<file path="src/bitmap_block_allocator_macros.svh">
// assertion macros shared by the allocator rtl
`ifndef BITMAP_BLOCK_ALLOCATOR_MACROS_SVH
`define BITMAP_BLOCK_ALLOCATOR_MACROS_SVH

// same-cycle implication, sampled on clk_i, off while in reset
`define BBA_ASSERT_NOW(label, ante, cons, msg) \
  label: assert property (@(posedge clk_i) disable iff (!rst_ni) (ante) |-> (cons)) \
    else $error(msg);

// next-cycle implication, sampled on clk_i, off while in reset
`define BBA_ASSERT_NEXT(label, ante, cons, msg) \
  label: assert property (@(posedge clk_i) disable iff (!rst_ni) (ante) |=> (cons)) \
    else $error(msg);

`endif

</file>
<file path="src/bba_pkg.sv">
// shared types and constants of the bitmap block allocator
package bba_pkg;

  localparam int unsigned WORD_W = 32;
  localparam int unsigned BIT_W  = 5;

  localparam int unsigned OPC_W  = 1;
  localparam int unsigned RUN_W  = 4;
  localparam int unsigned BLK_W  = 11;
  localparam int unsigned STAT_W = 2;
  localparam int unsigned FC_W   = 12;
  localparam int unsigned CFG_W  = 12;
  localparam int unsigned CIDX_W = 1;

  localparam logic [CFG_W-1:0] RESERVED_RST = 12'd10;
  localparam logic [CFG_W-1:0] TOTAL_RST    = 12'd2048;

  typedef enum logic [OPC_W-1:0] {
    OP_ALLOC = 1'b0,
    OP_FREE  = 1'b1
  } op_e;

  typedef enum logic [STAT_W-1:0] {
    STAT_OK        = 2'd0,
    STAT_NO_SPACE  = 2'd1,
    STAT_BAD_INDEX = 2'd2,
    STAT_NOT_ALLOC = 2'd3
  } status_e;

  typedef enum logic [CIDX_W-1:0] {
    REG_RESERVED = 1'b0,
    REG_TOTAL    = 1'b1
  } cfg_reg_e;

  typedef enum logic [3:0] {
    ST_CLEAR,
    ST_IDLE,
    ST_CHK_RD,
    ST_CHK_EV,
    ST_GR_RD,
    ST_GR_EV,
    ST_FR_RD,
    ST_FR_EV,
    ST_EMIT
  } state_e;

  // free bits of one map word that fall inside the usable range
  typedef struct packed {
    logic             any;
    logic [BIT_W:0]   count;
    logic [BIT_W-1:0] first;
  } scan_t;

endpackage

</file>
<file path="src/bba_ram.sv">
// generic single-write, single-read ram with registered read data
module bba_ram #(
  parameter int unsigned WIDTH = 32,
  parameter int unsigned DEPTH = 64,
  localparam int unsigned AW = (DEPTH > 1) ? $clog2(DEPTH) : 1
) (
  input  logic             clk_i,
  input  logic             we_i,
  input  logic [AW-1:0]    waddr_i,
  input  logic [WIDTH-1:0] wdata_i,
  input  logic             re_i,
  input  logic [AW-1:0]    raddr_i,
  output logic [WIDTH-1:0] rdata_o
);

  logic [WIDTH-1:0] mem_q [DEPTH];
  logic [WIDTH-1:0] rdata_q;

  always_ff @(posedge clk_i) begin
    if (we_i) begin
      mem_q[waddr_i] <= wdata_i;
    end
    if (re_i) begin
      rdata_q <= mem_q[raddr_i];
    end
  end

  assign rdata_o = rdata_q;

endmodule

</file>
<file path="src/bba_scan.sv">
// masks one map word to the usable range, counts its free bits, finds the lowest
module bba_scan #(
  parameter int unsigned XW = 13
) (
  input  logic [bba_pkg::WORD_W-1:0] word_i,
  input  logic [XW-1:0]              base_i,
  input  logic [XW-1:0]              lo_i,
  input  logic [XW-1:0]              hi_i,
  output bba_pkg::scan_t             scan_o
);

  logic [bba_pkg::WORD_W-1:0] avail;

  always_comb begin
    for (int j = 0; j < bba_pkg::WORD_W; j++) begin
      avail[j] = !word_i[j] && ((base_i + XW'(j)) >= lo_i) && ((base_i + XW'(j)) < hi_i);
    end
  end

  always_comb begin
    scan_o.any   = |avail;
    scan_o.count = (bba_pkg::BIT_W + 1)'($countones(avail));
    scan_o.first = '0;
    // lowest set bit wins
    for (int j = bba_pkg::WORD_W - 1; j >= 0; j--) begin
      if (avail[j]) begin
        scan_o.first = bba_pkg::BIT_W'(j);
      end
    end
  end

endmodule

</file>
<file path="src/bitmap_block_allocator.sv">
// first-fit bitmap block allocator, top level
// map held in a ram of 32-bit words, each word is read and then evaluated
// allocate: counting pass over words from the low bound until the run is
//   covered, then a grant walk from the low bound that rescans a word after each grant
// free: target word read, then result loaded and the next request taken; out-of-range target rejected
// reset: map cleared one word per cycle before requests are taken
module bitmap_block_allocator #(
  parameter int unsigned NUM_BLOCKS = 2048,
  parameter int unsigned MAX_RUN    = 12
) (
  input  logic                          clk_i,
  input  logic                          rst_ni,

  // request channel
  input  logic                          in_valid_i,
  output logic                          in_ready_o,
  input  logic [bba_pkg::OPC_W-1:0]     opcode_i,
  input  logic [bba_pkg::RUN_W-1:0]     run_length_i,
  input  logic [bba_pkg::BLK_W-1:0]     target_block_i,

  // result channel
  output logic                          out_valid_o,
  input  logic                          out_ready_i,
  output logic [bba_pkg::STAT_W-1:0]    status_o,
  output logic [bba_pkg::BLK_W-1:0]     granted_block_o,
  output logic [bba_pkg::FC_W-1:0]      free_count_o,
  output logic                          last_o,

  // configuration write channel
  input  logic                          cfg_valid_i,
  output logic                          cfg_ready_o,
  input  logic [bba_pkg::CIDX_W-1:0]    cfg_index_i,
  input  logic [bba_pkg::CFG_W-1:0]     cfg_data_i
);

`include "bitmap_block_allocator_macros.svh"

  localparam int unsigned WORD_W    = bba_pkg::WORD_W;
  localparam int unsigned BIT_W     = bba_pkg::BIT_W;
  localparam int unsigned NUM_WORDS = (NUM_BLOCKS + WORD_W - 1) / WORD_W;
  localparam int unsigned AW        = (NUM_WORDS > 1) ? $clog2(NUM_WORDS) : 1;
  // used-count width, holds NUM_BLOCKS itself
  localparam int unsigned BW        = $clog2(NUM_BLOCKS + 1);
  // width of range bounds, wide enough for the config registers too
  localparam int unsigned LW        = (BW > bba_pkg::CFG_W) ? BW : bba_pkg::CFG_W;
  // bit positions, one past the last word included
  localparam int unsigned XW        = LW + 1;
  // run counter during the counting pass
  localparam int unsigned CNTW      = $clog2(MAX_RUN + WORD_W + 1);

  // ------------------------------------------------------------------
  // configuration registers, always writable
  // ------------------------------------------------------------------
  logic [bba_pkg::CFG_W-1:0] reserved_q, reserved_d;
  logic [bba_pkg::CFG_W-1:0] total_q, total_d;

  assign cfg_ready_o = 1'b1;

  always_comb begin
    reserved_d = reserved_q;
    total_d    = total_q;
    if (cfg_valid_i) begin
      unique case (bba_pkg::cfg_reg_e'(cfg_index_i))
        bba_pkg::REG_RESERVED: reserved_d = cfg_data_i;
        bba_pkg::REG_TOTAL:    total_d    = cfg_data_i;
        default:               reserved_d = reserved_q;
      endcase
    end
  end

  // ------------------------------------------------------------------
  // usable range [lo, hi) and free block counts
  // ------------------------------------------------------------------
  logic [LW-1:0] total_x, reserved_x, hi, lo, usable;
  logic [BW-1:0] used_count_q, used_count_d;
  logic [LW-1:0] free_now, free_inc, free_dec;
  logic [BW-1:0] used_dec;

  function automatic logic [LW-1:0] sat_sub(input logic [LW-1:0] a, input logic [LW-1:0] b);
    return (a > b) ? a - b : '0;
  endfunction

  assign total_x    = LW'(total_q);
  assign reserved_x = LW'(reserved_q);
  assign hi         = (total_x < LW'(NUM_BLOCKS)) ? total_x : LW'(NUM_BLOCKS);
  assign lo         = (reserved_x < hi) ? reserved_x : hi;
  assign usable     = hi - lo;
  assign used_dec   = (used_count_q != '0) ? used_count_q - BW'(1) : used_count_q;
  assign free_now   = sat_sub(usable, LW'(used_count_q));
  assign free_inc   = sat_sub(usable, LW'(used_count_q) + LW'(1));
  assign free_dec   = sat_sub(usable, LW'(used_dec));

  logic [AW-1:0] lo_word, hi_word;
  assign lo_word = AW'(lo >> BIT_W);
  assign hi_word = AW'((hi - LW'(1)) >> BIT_W);

  // ------------------------------------------------------------------
  // map memory and word scanner
  // ------------------------------------------------------------------
  logic              ram_we, ram_re;
  logic [WORD_W-1:0] ram_wdata, ram_rdata;
  logic [AW-1:0]     addr_q, addr_d;

  bba_ram #(
    .WIDTH (WORD_W),
    .DEPTH (NUM_WORDS)
  ) u_map_ram (
    .clk_i   (clk_i),
    .we_i    (ram_we),
    .waddr_i (addr_q),
    .wdata_i (ram_wdata),
    .re_i    (ram_re),
    .raddr_i (addr_q),
    .rdata_o (ram_rdata)
  );

  logic [XW-1:0]  word_base;
  bba_pkg::scan_t scan;

  assign word_base = XW'(addr_q) << BIT_W;

  bba_scan #(
    .XW (XW)
  ) u_scan (
    .word_i (ram_rdata),
    .base_i (word_base),
    .lo_i   (XW'(lo)),
    .hi_i   (XW'(hi)),
    .scan_o (scan)
  );

  // ------------------------------------------------------------------
  // sequencer state and item registers
  // ------------------------------------------------------------------
  bba_pkg::state_e state_q, state_d;
  logic [CNTW-1:0]            cnt_q, cnt_d;
  logic [bba_pkg::RUN_W-1:0]  granted_q, granted_d;
  logic [bba_pkg::RUN_W-1:0]  run_q, run_d;
  logic [bba_pkg::BLK_W-1:0]  target_q, target_d;
  logic [bba_pkg::STAT_W-1:0] pend_status_q, pend_status_d;
  logic [bba_pkg::BLK_W-1:0]  pend_block_q, pend_block_d;

  // output register
  logic                       out_valid_q, out_valid_d;
  logic [bba_pkg::STAT_W-1:0] status_q, status_d;
  logic [bba_pkg::BLK_W-1:0]  block_q, block_d;
  logic [bba_pkg::FC_W-1:0]   free_q, free_d;
  logic                       last_q, last_d;
  logic                       out_load;

  logic                  in_fire, slot_free;
  logic                  bad_run, short_run, tgt_out;
  logic [LW-1:0]         tgt_x;
  logic [CNTW-1:0]       cnt_sum;
  logic                  grant_last, map_bit;
  logic [WORD_W-1:0]     first_mask, target_mask;

  assign in_ready_o = (state_q == bba_pkg::ST_IDLE);
  assign in_fire    = in_valid_i && in_ready_o;
  assign slot_free  = !out_valid_q || out_ready_i;

  // request checks decided at accept
  assign bad_run    = (run_length_i == '0) || (32'(run_length_i) > MAX_RUN);
  assign short_run  = LW'(run_length_i) > free_now;
  assign tgt_x      = LW'(target_block_i);
  assign tgt_out    = (tgt_x < lo) || (tgt_x >= hi);

  assign cnt_sum     = cnt_q + CNTW'(scan.count);
  assign grant_last  = (granted_q + bba_pkg::RUN_W'(1)) == run_q;
  assign first_mask  = WORD_W'(1) << scan.first;
  assign target_mask = WORD_W'(1) << target_q[BIT_W-1:0];
  assign map_bit     = |(ram_rdata & target_mask);

  // next state
  always_comb begin
    state_d = state_q;
    unique case (state_q)
      bba_pkg::ST_CLEAR: begin
        if (addr_q == AW'(NUM_WORDS - 1)) state_d = bba_pkg::ST_IDLE;
      end
      bba_pkg::ST_IDLE: begin
        if (in_fire) begin
          priority if (bba_pkg::op_e'(opcode_i) == bba_pkg::OP_FREE) begin
            state_d = tgt_out ? bba_pkg::ST_EMIT : bba_pkg::ST_FR_RD;
          end else if (bad_run || short_run) begin
            state_d = bba_pkg::ST_EMIT;
          end else begin
            state_d = bba_pkg::ST_CHK_RD;
          end
        end
      end
      bba_pkg::ST_CHK_RD: state_d = bba_pkg::ST_CHK_EV;
      bba_pkg::ST_CHK_EV: begin
        priority if (cnt_sum >= CNTW'(run_q)) state_d = bba_pkg::ST_GR_RD;
        else if (addr_q == hi_word)           state_d = bba_pkg::ST_EMIT;
        else                                  state_d = bba_pkg::ST_CHK_RD;
      end
      bba_pkg::ST_GR_RD: state_d = bba_pkg::ST_GR_EV;
      bba_pkg::ST_GR_EV: begin
        priority if (!scan.any) state_d = bba_pkg::ST_GR_RD;
        else if (slot_free)     state_d = grant_last ? bba_pkg::ST_IDLE : bba_pkg::ST_GR_RD;
        else                    state_d = bba_pkg::ST_GR_EV;
      end
      bba_pkg::ST_FR_RD: state_d = bba_pkg::ST_FR_EV;
      bba_pkg::ST_FR_EV: begin
        if (slot_free) state_d = bba_pkg::ST_IDLE;
      end
      bba_pkg::ST_EMIT: begin
        if (slot_free) state_d = bba_pkg::ST_IDLE;
      end
      default: state_d = bba_pkg::ST_IDLE;
    endcase
  end

  // datapath and memory control
  always_comb begin
    ram_we        = 1'b0;
    ram_re        = 1'b0;
    ram_wdata     = ram_rdata;
    addr_d        = addr_q;
    cnt_d         = cnt_q;
    granted_d     = granted_q;
    run_d         = run_q;
    target_d      = target_q;
    pend_status_d = pend_status_q;
    pend_block_d  = pend_block_q;
    used_count_d  = used_count_q;
    out_load      = 1'b0;
    status_d      = status_q;
    block_d       = block_q;
    free_d        = free_q;
    last_d        = last_q;

    unique case (state_q)
      bba_pkg::ST_CLEAR: begin
        // zero one map word per cycle
        ram_we    = 1'b1;
        ram_wdata = '0;
        addr_d    = addr_q + AW'(1);
      end
      bba_pkg::ST_IDLE: begin
        if (in_fire) begin
          run_d         = run_length_i;
          target_d      = target_block_i;
          cnt_d         = '0;
          granted_d     = '0;
          addr_d        = lo_word;
          pend_block_d  = '0;
          pend_status_d = bba_pkg::STAT_NO_SPACE;
          priority if (bba_pkg::op_e'(opcode_i) == bba_pkg::OP_FREE) begin
            pend_status_d = bba_pkg::STAT_BAD_INDEX;
            pend_block_d  = target_block_i;
            addr_d        = AW'(target_block_i >> BIT_W);
          end else if (bad_run) begin
            pend_status_d = bba_pkg::STAT_BAD_INDEX;
          end else begin
            pend_status_d = bba_pkg::STAT_NO_SPACE;
          end
        end
      end
      bba_pkg::ST_CHK_RD, bba_pkg::ST_GR_RD, bba_pkg::ST_FR_RD: begin
        ram_re = 1'b1;
      end
      bba_pkg::ST_CHK_EV: begin
        // count free blocks until the run is covered or the range ends
        cnt_d = cnt_sum;
        priority if (cnt_sum >= CNTW'(run_q)) addr_d = lo_word;
        else if (addr_q == hi_word)           addr_d = addr_q;
        else                                  addr_d = addr_q + AW'(1);
      end
      bba_pkg::ST_GR_EV: begin
        priority if (!scan.any) begin
          addr_d = addr_q + AW'(1);
        end else if (slot_free) begin
          // mark the lowest free block, the same word is rescanned next
          ram_we       = 1'b1;
          ram_wdata    = ram_rdata | first_mask;
          used_count_d = used_count_q + BW'(1);
          granted_d    = granted_q + bba_pkg::RUN_W'(1);
          out_load     = 1'b1;
          status_d     = bba_pkg::STAT_OK;
          block_d      = bba_pkg::BLK_W'(word_base + XW'(scan.first));
          free_d       = bba_pkg::FC_W'(free_inc);
          last_d       = grant_last;
        end else begin
          addr_d = addr_q;
        end
      end
      bba_pkg::ST_FR_EV: begin
        if (slot_free) begin
          out_load = 1'b1;
          block_d  = target_q;
          last_d   = 1'b1;
          if (map_bit) begin
            ram_we       = 1'b1;
            ram_wdata    = ram_rdata & ~target_mask;
            used_count_d = used_dec;
            status_d     = bba_pkg::STAT_OK;
            free_d       = bba_pkg::FC_W'(free_dec);
          end else begin
            status_d = bba_pkg::STAT_NOT_ALLOC;
            free_d   = bba_pkg::FC_W'(free_now);
          end
        end
      end
      bba_pkg::ST_EMIT: begin
        // single rejected result, state untouched
        if (slot_free) begin
          out_load = 1'b1;
          status_d = pend_status_q;
          block_d  = pend_block_q;
          free_d   = bba_pkg::FC_W'(free_now);
          last_d   = 1'b1;
        end
      end
      default: begin
        addr_d = addr_q;
      end
    endcase
  end

  assign out_valid_d = out_load ? 1'b1 : (out_ready_i ? 1'b0 : out_valid_q);

  // control registers
  always_ff @(posedge clk_i or negedge rst_ni) begin
    if (!rst_ni) begin
      state_q      <= bba_pkg::ST_CLEAR;
      addr_q       <= '0;
      cnt_q        <= '0;
      granted_q    <= '0;
      used_count_q <= '0;
      reserved_q   <= bba_pkg::RESERVED_RST;
      total_q      <= bba_pkg::TOTAL_RST;
      out_valid_q  <= 1'b0;
    end else begin
      state_q      <= state_d;
      addr_q       <= addr_d;
      cnt_q        <= cnt_d;
      granted_q    <= granted_d;
      used_count_q <= used_count_d;
      reserved_q   <= reserved_d;
      total_q      <= total_d;
      out_valid_q  <= out_valid_d;
    end
  end

  // payload registers
  always_ff @(posedge clk_i) begin
    run_q         <= run_d;
    target_q      <= target_d;
    pend_status_q <= pend_status_d;
    pend_block_q  <= pend_block_d;
    status_q      <= status_d;
    block_q       <= block_d;
    free_q        <= free_d;
    last_q        <= last_d;
  end

  assign out_valid_o     = out_valid_q;
  assign status_o        = status_q;
  assign granted_block_o = block_q;
  assign free_count_o    = free_q;
  assign last_o          = last_q;

  // ------------------------------------------------------------------
  // assertions
  // ------------------------------------------------------------------
  `BBA_ASSERT_NOW(a_count_bound, 1'b1, used_count_q <= BW'(NUM_BLOCKS), "used count overflow")
  `BBA_ASSERT_NOW(a_no_overwrite, out_load, !out_valid_q || out_ready_i, "result overwritten")
  `BBA_ASSERT_NEXT(a_grant_counts,
                   (state_q == bba_pkg::ST_GR_EV) && out_load,
                   used_count_q == $past(used_count_q) + BW'(1),
                   "grant not counted")

endmodule
</file>
<file path="config.mk">
export PLATFORM = sky130hd
export DESIGN_NAME = bitmap_block_allocator
export DESIGN_NICKNAME = d
export VERILOG_FILES = /design/src/bba_pkg.sv /design/src/bba_ram.sv /design/src/bba_scan.sv /design/src/bitmap_block_allocator.sv
export VERILOG_INCLUDE_DIRS = /design/src /design/src/src
export SDC_FILE = /design/constraint.sdc
export NUM_CORES = 2
export LEC_CHECK = 0
export CAP_MARGIN = 20
export CELL_PAD_IN_SITES_DETAIL_PLACEMENT = 2
export CELL_PAD_IN_SITES_GLOBAL_PLACEMENT = 2
export CORE_MARGIN = 3
export CORE_UTILIZATION = 45
export CTS_CLUSTER_DIAMETER = 40
export DETAILED_ROUTE_END_ITERATION = 8
export DONT_BUFFER_PORTS = 1
export GPL_ROUTABILITY_DRIVEN = 1
export GPL_TIMING_DRIVEN = 0
export PLACE_DENSITY = 0.86
export SYNTH_ARGS = -nofsm -noshare
export SYNTH_HDL_FRONTEND = slang
export SYNTH_SLANG_ARGS = --single-unit
</file>
<file path="constraint.sdc">
create_clock -name clk_i -period 12.62 [get_ports clk_i]
set_input_delay 2.524 -clock clk_i [delete_from_list [all_inputs] [get_ports clk_i]]
set_output_delay 2.524 -clock clk_i [all_outputs]
set_load 0.02 [all_outputs]
</file>
==> results by group, run 1 <==
Outcome
  – Outcome: aborted with a tool error
  – Last stage reached: 3_5_place_dp
  – Stop err: [ERROR DPL-0033] detailed placement checks failed during check placement.

Logic synthesis
  – Yosys top cell area share: 72.3%
  – Mapped Area: 88600 sq um
  – Post-synth cell types: 106
  – Ys flop type: edfxtp_1
  – Synth Register Bits: approximately 2200
  – Ys async rst share: 2.60%
  – Area leader, netlist: edfxtp_1
  – Top cells by area, synth: edfxtp_1 72%, a22oi_1 8.3%, ha_1 2.0%, a41oi_1 1.8%, dfrtp_1 1.5%
  – Syn. warnings: 0
  – Register area share after synthesis: between 70% and 80%
  – Syn Area/Cell: approximately 16 sq um
  – Post-synth top cells: 2134 x edfxtp_1, 980 x a22oi_1, 305 x clkbuf_1, 201 x a21oi_1, 197 x nor2_1
  – Post-synthesis cell count: ~5600
  – Count leader, synth: edfxtp_1
  – Post-synth EDFFs: 2134
  – Syn Nets: between 5000 and 6000

Place
  – Gpl congestion: 0.950
  – Port-buffer cells: 0
  – Dpl hpwl: approximately 390000 um

Floorplan
  – Row cnt: 162
  – I/O pins: 63
  – Initial core utilization: 45.3%
  – Die Width: 450 um
  – Die H: about 450 um
-- cells by family after synthesis --
| kind of cell | synth area share, % |
|---|---|
| other | 0.00423 |
| XOR/XNOR | 0.682 |
| AND/OR/NAND/NOR | 4.40 |
| adder cells (fa/ha/maj) | 2.76 |
| multiplexers | 0.500 |
| flip-flops | 73.9 |
| buffers and inverters | 2.27 |
| AO/OA/AOI/OAI | 15.4 |
-- stage by stage --
stage | setup slack (ps) | hold WS (ps) | cell area, sq um | cells
floorplan | 1820 | 469 | 88600 | 5629
global placement | -6060 | 486 | 91900 | 8253
==> run 2: changes to the inputs <==
Settings changed: CELL_PAD_IN_SITES_DETAIL_PLACEMENT 2 to default, CELL_PAD_IN_SITES_GLOBAL_PLACEMENT 2 to default, CORE_UTILIZATION 45 to 30, CTS_CLUSTER_DIAMETER 40 to default, PLACE_DENSITY 0.86 to default, PLACE_DENSITY_LB_ADDON from default to 0.15.
==> run 2 against run 1 <==
Effect of this change: the run now ends clean; synthesized cell count stayed put; area after synthesis stayed put.
==> results by group, run 2 <==
Power and ir drop
  – PwrDens: between 200 and 300 nW/um^2
  – Leakage: roughly 34 nW
  – Maximum vdd drop: 261 uV

Worst setup path
  – CP max FO: 28
  – FF-to-FF End: addr_q[5]
  – Worst setup path category: reg -> reg
  – Worst setup SP type: flop
  – RR Startpoint: total_q[11]
  – Most frequent CP cell: fa_1
  – CP Capture Type: flop
  – CP Data Arrival Time: between 10000 and 15000 ps
  – Slowest CP cell: dfstp_2
  – Worst EP required: roughly 13000 ps
  – R2R cell count: 45
  – Max incr delay on CP: about 660 ps
  – R2R Setup Slk: about 660 ps

Route
  – Average wire per standard cell: roughly 42 um
  – Drt first-iter violations: ~10000
  – Vias: 62800
  – ANT nets after route: 0
  – DRC: 0
  – Vias per inst: ~6.1
  – Detailed Routing Iterations Pass 1: 6
  – Routed wire length: approximately 440000 um

Floorplan
  – Die H: 549 um (+22%)
  – Initial core utilization: 30.3% (-15 points)
  – Row cnt: 198 (+22%)
  – Die ar.: a little over 300000 sq um
  – I/O pins: 63 (unchanged)
  – Die Width: 549 um (+22%)
  – Floorplan core area: around 290000 sq um

Final layout
  – Most frequent cells in the layout: 2134 x edfxtp_1, 980 x a22oi_1, 272 x clkbuf_1, 236 x clkbuf_16, 197 x a21oi_1
  – Max reg flops: between 2000 and 2500
  – Largest Register: u_map_ram.mem_q
  – P&R area growth vs syn: 22.3%
  – Sequential Area: between 60000 and 70000 sq um
  – Layout fillers: between 20000 and 30000
  – Multi-input logic area: 22100 sq um
  – NumNets Final: 6411
  – Share of cells above drive strength 1: approximately 15%
  – Commonest non-fill, non-tap cell in the layout: edfxtp_1

Logic synthesis
  – Mapped Area: 88600 sq um (unchanged)
  – Register area share after synthesis: 73.9% (unchanged)
  – Post-synth top cells: 2134 x edfxtp_1, 980 x a22oi_1, 305 x clkbuf_1, 201 x a21oi_1, 197 x nor2_1
  – Post-synth EDFFs: 2134 (unchanged)
  – Ys flop type: edfxtp_1
  – Ys async rst share: 2.60% (unchanged)
  – Top cells by area, synth: edfxtp_1 72%, a22oi_1 8.3%, ha_1 2.0%, a41oi_1 1.8%, dfrtp_1 1.5%
  – Synth Register Bits: 2191 (unchanged)
  – Syn Area/Cell: 15.7 sq um (unchanged)
  – Area leader, netlist: edfxtp_1
  – Count leader, synth: edfxtp_1
  – Post-synth cell types: 106 (unchanged)
  – Post-synthesis cell count: 5629 (unchanged)
  – Yosys top cell area share: 72.3% (unchanged)
  – Syn. warnings: 0 (unchanged)
  – Syn Nets: 5837 (unchanged)

Timing
  – Fmax achieved: around 84 MHz
  – Slew HR: approximately 11%
  – Hold Vio Cnt, Final: 0
  – Clk_skew: 152 ps
  – Worst hold slack: roughly 500 ps
  – Slew Limit Fails: 0
  – Crit path time final: 11960 ps
  – Final period utilization: 94.8%
  – Final TNS setup: 0 ps
  – Worst Max-Slew Pin Slew: about 1300 ps
  – Final setup vio count: 0

Clock tree
  – CTS Buf Count: 234
  – Clock slew seen by the registers of the worst setup and hold paths: about 50 ps
  – Root buf cell: clkbuf_16
  – TritonCTS clock tree: yes
  – Sink Count: about 2200
  – H-tree depth: 4
  – Cts hold-fix bufs: 0
  – Longest Clk Path Bufs: 4
  – Worst-skew pair later-pin latency: slightly below 1000 ps

Place
  – Port-buffer cells: 0 (unchanged)
  – Dpl hpwl: 311000 um (-20%)
  – Gpl congestion: 0.923 (-2.8%)

Global route
  – First-pass GRT wire length: between 500000 and 600000 um
  – Initial antenna violation count: 29
  – Vias in the first global route: 57600
  – Largest net degree at the start of global routing: 58
  – Total GRT Usage: 28.1%
  – Grt ovf: 0

Flow run
  – Maxcap violations: 0

Hold path
  – WHS Endpoint: total_q[10]
  – Hold crit path type: reg -> reg
  – Worst hold start: total_q[10]
  – Worst hold path depth: 1

Outcome
  – Outcome: complete, no violations
run 2: cell counts after synthesis:
Identical to the previous run, type by type.
run 2: layer usage:
metal | vias to the layer above | wire length (um) | GRT usage, % | share of wire, %
li1 | 24300 | - | - | -
met1 | 33000 | 172000 | 37.2 | 39
met2 | 4423 | 193000 | 42.9 | 44
met3 | 975 | 48400 | 7.58 | 11
met4 | 18 | 24600 | 12.9 | 5.6
met5 | - | 126 | 0 | 0.029
run 2: kinds of logic after synthesis:
kind of cell,after synthesis,synth area share (%)
simple gates,769,4.40
buf+inv,512,2.27
fa+ha+maj,176,2.76
xor+xnor,69,0.682
other cells,1,0.00423
compound gates,1870,15.4
flops,2191,73.9
mux,41,0.500
run 2: cell type report:
class                   instances  share of cell area [%]
flip-flops and latches       2191                    60.5
multi-input cells            2926                    20.4
repair buffers                340                    5.89
clock buffers                 275                    5.58
well taps                    3900                    4.50
plain buffers                 352                    1.41
clock inverters               149                    1.19
inverters                     158                   0.549
diodes                         12                  0.0277
run 2: worst max path at each step:
stage,start,endpoint,slack [ps],cells past startpoint
final,total_q[11],addr_q[5],660,45
after global placement,total_q[11],u_map_ram.mem_q[36][19],-7530,32
after detailed placement,total_q[11],addr_q[2],-1420,47
after floorplan,total_q[11],addr_q[4],1820,45
after CTS,total_q[11],addr_q[2],60,46
after global routing,total_q[11],addr_q[5],-3,45
run 2: power breakdown:
group | total [mW] | internal [mW] | leakage [nW] | switching, mW
sequential | 9.86 | 9.63 | 20.1 | 0.230
clock | 6.78 | 3.81 | 3.60 | 2.97
combinational | 14.6 | 4.17 | 10.5 | 10.4
run 2: critical path: cells and delay by family (launching register included):
kind	cells	cell delay [ps]
adder cells (fa/ha/maj)	10	4010
AND/OR/NAND/NOR	14	3120
AO/OA/AOI/OAI	9	1930
buffers and inverters	10	1830
flip-flops	1	660
XOR/XNOR	2	280
run 2: per-stage QoR:
step / cell area, sq um / setup slack (ps) / util (%) / cells / total power, mW
final: 108000 / 661 / 37.1 / 10300 / 31.2
after global routing: 108000 / -3.02 / 37.1 / 10300 / 32.1
after CTS: 108000 / 64.8 / 37.0 / 10300 / 30.8
after detailed placement: 101000 / -1420 / 34.5 / 9857 / 24.1
after global placement: 93500 / -7530 / 32.0 / 9529 / 22.9
after floorplan: 88600 / 1820 / - / 5629 / 16.4
run 2: timing repair:
item | 4_1_cts | 5_1_grt
setup buffers | 0 | 2
pin swaps | 0 | 1
endpoints found under the setup margin | 9 | 6
resized for setup | 13 | 10
cloned | 0 | 0
Power figures use the tool's default switching activity.
